===== src/rtl/ida_pkg.sv =====
package ida_pkg;
	localparam int DataWidthDefault = 32;
	localparam int OpWidth = 4;
	localparam int StWidth = 2;

	localparam logic [OpWidth-1:0] OP_ADD  = 4'd0;
	localparam logic [OpWidth-1:0] OP_SUB  = 4'd1;
	localparam logic [OpWidth-1:0] OP_MUL  = 4'd2;
	localparam logic [OpWidth-1:0] OP_QUOT = 4'd3;
	localparam logic [OpWidth-1:0] OP_MOD  = 4'd4;
	localparam logic [OpWidth-1:0] OP_DIV  = 4'd5;
	localparam logic [OpWidth-1:0] OP_MIN  = 4'd6;
	localparam logic [OpWidth-1:0] OP_MAX  = 4'd7;
	localparam logic [OpWidth-1:0] OP_POW  = 4'd8;

	localparam logic [StWidth-1:0] ST_OK     = 2'd0;
	localparam logic [StWidth-1:0] ST_OVF    = 2'd1;
	localparam logic [StWidth-1:0] ST_DOMAIN = 2'd2;
	localparam logic [StWidth-1:0] ST_REAL   = 2'd3;
endpackage


===== src/rtl/ida_divider.sv =====
// Restoring divider for nonnegative operands, one quotient bit per stage.
// Every stage is a register; the whole chain advances on en.
module ida_divider import ida_pkg::*; #(
	parameter int DATA_WIDTH = DataWidthDefault
) (
	input  logic                  clk,
	input  logic                  en,
	input  logic [DATA_WIDTH-1:0] dividend,
	input  logic [DATA_WIDTH-1:0] divisor,
	output logic [DATA_WIDTH-1:0] quotient,
	output logic [DATA_WIDTH-1:0] remainder
);
	logic [DATA_WIDTH-1:0] rem_s [DATA_WIDTH+1];
	logic [DATA_WIDTH-1:0] quo_s [DATA_WIDTH+1];
	logic [DATA_WIDTH-1:0] den_s [DATA_WIDTH+1];

	always_comb begin
		rem_s[0] = '0;
		quo_s[0] = dividend;
		den_s[0] = divisor;
	end

	for (genvar i = 0; i < DATA_WIDTH; i++) begin : g_step
		logic [DATA_WIDTH:0] shifted;
		logic [DATA_WIDTH:0] diff;
		assign shifted = {rem_s[i], quo_s[i][DATA_WIDTH-1]};
		assign diff = shifted - {1'b0, den_s[i]};
		always_ff @(posedge clk) begin
			if (en) begin
				den_s[i+1] <= den_s[i];
				if (!diff[DATA_WIDTH]) begin
					rem_s[i+1] <= diff[DATA_WIDTH-1:0];
					quo_s[i+1] <= {quo_s[i][DATA_WIDTH-2:0], 1'b1};
				end else begin
					rem_s[i+1] <= shifted[DATA_WIDTH-1:0];
					quo_s[i+1] <= {quo_s[i][DATA_WIDTH-2:0], 1'b0};
				end
			end
		end
	end

	assign quotient  = quo_s[DATA_WIDTH];
	assign remainder = rem_s[DATA_WIDTH];
endmodule


===== config.mk =====
export PLATFORM = sky130hd
export DESIGN_NAME = ida_divider
export DESIGN_NICKNAME = d
export VERILOG_FILES = /design/src/rtl/ida_pkg.sv /design/src/rtl/ida_divider.sv
export SDC_FILE = /design/constraint.sdc
export NUM_CORES = 2
export LEC_CHECK = 0
export BUFFER_PORTS_ARGS = -buffer_cell sky130_fd_sc_hd__buf_2
export CORE_ASPECT_RATIO = 1.4
export CORE_MARGIN = 10
export CORE_UTILIZATION = 58
export CTS_CLUSTER_SIZE = 10
export DETAILED_ROUTE_END_ITERATION = 12
export PLACE_DENSITY = 0.79
export SLEW_MARGIN = 20
export SYNTH_ARGS = -nofsm -noshare
export SYNTH_HDL_FRONTEND = slang
export SYNTH_SLANG_ARGS = --single-unit

===== constraint.sdc =====
create_clock -name clk -period 11.36 [get_ports clk]
set_input_delay 2.272 -clock clk [delete_from_list [all_inputs] [get_ports clk]]
set_output_delay 2.272 -clock clk [all_outputs]
set_load 0.03 [all_outputs]

==> reports/results.tsv <==
metric	value	unit
grt_pass1_wl	540000	µm
rr_worst_depth	13	
max_freq	0.174	GHz
hold_end	quo_s[657]	
arrival	6.36	ns
clock_latency	0.91	ns
ir_drop	0.000180	V
hold_viol	0	
netlist_area	0.155	mm²
ff2ff_setup_slack	5.61	ns
layout_setup_ws	5.61	ns
route.vias.total	95400	
layout.nets	13500	
timing.rr.start	den_s[704]	
vias_per_cell	5.99	
drtIter0Drc	6257	
dr.max_layer_used	met5	
power_density	309	mW/mm²
skew	0.0826	ns
finalSetupTns	0	ns
rr_endpoint	g_step[11].shifted[4]	
coreArea	0.266	mm²
grt_use_total	23.5	%
dp_slack	5.88	ns
synth_enable_flop_cells	3040	
avgRoutedWirePerCell	22.0	µm
rows	224	
hpwl	255000	µm
synth-seq-area-share	58.9	%
ioPinCount	130	
postSynthAreaPerCell	12.8	µm²
tightestPinTransition	1.31	ns
final_cell_mix	edfxtp_1, inv_1, ha_1	
route.met3.wl	12600	µm
p_leak	68.2	nW
async_reset_ff_share	0	%
power.total	0.0523	W
path_class	register to register	
drive_above_1_share	11.3	%
pwr-share-seq	34.7	%
grt_pass1_vias	101000	
dr_wl_met2	199000	µm
syn_inst	12100	
fin_crit_sh	50.6	%
die_y	632	µm
rsz0062_at_grt	no	
clock_path_buffers	4	
drtPass1Iterations	6	
synth_cell_types	98	
port_buffers	129	
p_clk_share	18.6	%
power.switching	0.0191	W
hold_buffers	0	
root_buffer	clkbuf_16	
cts_sinks	3040	
worstHoldPathCells	0	
layout_commonest_cell	edfxtp_1	
ys_warn_count	0	
crit_path_max_fanout	33	
ys.flop_type	edfxtp_1	
die_x	457	µm
endpoint_kind	register	
grt_max_degree	177	
overflow	0	
synth-seq-cells	3040	
p_sw_share	36.5	%
cts_tree	done	
cts_setup_buffers	0	
syn_to_final_growth	9.11	%
status	completed	
cts_resized	0	
worstHoldStart	quo_s[688]	
cts_buffers	349	
routed_wl	350000	µm
hp-class	register to register	
wl_met1	111000	µm
remaining_drc_errors	0	
relSlewSlack	12.2	%
cts_max_level	5	
slew_violations	0	
period_needed	5.75	ns
cp.required	11.97	ns
antenna_found_initial	9	
intPower	0.0332	W
cts.clk_slew.worst_paths	0.06	ns
setup_viol	0	
globalplace.congestion	0.951	
ant_nets	0	
dieArea	0.289	mm²
start_util	58.3	%
cap_violations	0	
cp-start-kind	register	
crit_start	den_s[704]	
power_frac_comb	46.7	%
## synthesized netlist by cell type, types with 79 or more instances
cell type,count,area share (%)
mux2i_1,86,0.56
and3_1,79,0.32
a31oi_1,118,0.48
mux2_2,641,4.7
nor3_1,85,0.27
nor2b_1,143,0.58
inv_1,1252,3.0
nor2_1,484,1.2
o21ai_0,580,1.9
edfxtp_1,3040,59
o21bai_1,86,0.42
nand2_1,569,1.4
xor2_1,270,1.5
nand2b_1,127,0.51
a21o_1,481,2.3
nand4_1,100,0.40
nand3_1,196,0.63
clkbuf_1,167,0.40
o21a_1,145,0.70
ha_1,994,8.0
xnor2_1,569,3.2
a21oi_1,818,2.6
## routing by layer
layer  vias to the layer above  global-route usage [%]
met4                         6                    16.2
met5                         -                       0
met3                      1205                    3.21
met2                      2638                    47.6
met1                     46500                    20.9
li1                      45000                       -
## cells by family (layout without fill, tap and decap cells)
| kind of cell | Yosys count | after routing | share of synthesized area, % |
|---|---|---|---|
| flops | 3040 | 3040 | 58.9 |
| compound gates | 2783 | 2783 | 11.5 |
| simple gates | 1991 | 1991 | 6.21 |
| buf+inv | 1533 | 1860 | 3.90 |
| fa+ha+maj | 1025 | 1025 | 8.42 |
| mux | 850 | 850 | 6.23 |
| xor+xnor | 848 | 848 | 4.84 |
| other cells | 1 | 22 | 0.00242 |
## worst max-delay path: stages (launching register included)
cell	delay (ns)
edfxtp_1	0.42
ha_1	0.28
fa_1	0.43
nor2b_1	0.14
o21a_1	0.15
o21ai_0	0.18
a211oi_1	0.85
o21ai_0	0.32
a21oi_1	0.50
o21ai_1	0.22
a211oi_1	0.31
or4_1	0.17
nand3_2	0.80
mux2_2	0.62
## how the worst max path moves through the flow
stage | to | cells past startpoint | slack (ns)
finish | g_step[11].shifted[4] | 13 | 5.61
detailed placement | g_step[11].shifted[6] | 13 | 5.88
global route | g_step[11].shifted[4] | 13 | 5.41
CTS | g_step[11].shifted[4] | 13 | 5.70
global placement | g_step[11].shifted[4] | 13 | 5.97
floorplan | g_step[1].shifted[12] | 8 | 7.50
## per-stage QoR
step                hold WS [ns]  cell area (µm²)  util [%]  cells
floorplan                  0.400           155000         -  12100
global placement           0.400           160000      60.1  15500
detailed placement         0.405           160000      60.1  15500
CTS                        0.383           169000      63.6  15900
global route               0.396           169000      63.6  15900
finish                     0.386           169000      63.6  15900
## cell type report
| class | instances | area [µm²] |
|---|---|---|
| Antenna cell | 7 | 17.5 |
| Clock buffer | 382 | 9030 |
| Clock inverter | 21 | 251 |
| Fill cell | 18800 | 96800 |
| Inverter | 1255 | 4710 |
| Multi-Input combinational cell | 7512 | 58000 |
| Sequential cell | 3040 | 91300 |
| Tap cell | 3503 | 4380 |
| Timing Repair Buffer | 202 | 1420 |
## state kept, by name, summed over array words and instances, names as in the netlist
name / flops
g_step.shifted: 1023
remainder: 32
quo_s: 961
den_s: 992
quotient: 32
## power by group through the flow
stage | sequential (W) | clock (W) | combinational, W
final | 0.0181 | 0.00973 | 0.0244
after detailed placement | 0.0183 | 0 | 0.0240
after CTS | 0.0181 | 0.00995 | 0.0243
after floorplan | 0.0175 | 0 | 0.0185
after global routing | 0.0183 | 0.0104 | 0.0266
after global placement | 0.0182 | 0 | 0.0232
No activity file was read; power rests on OpenSTA's default activity.
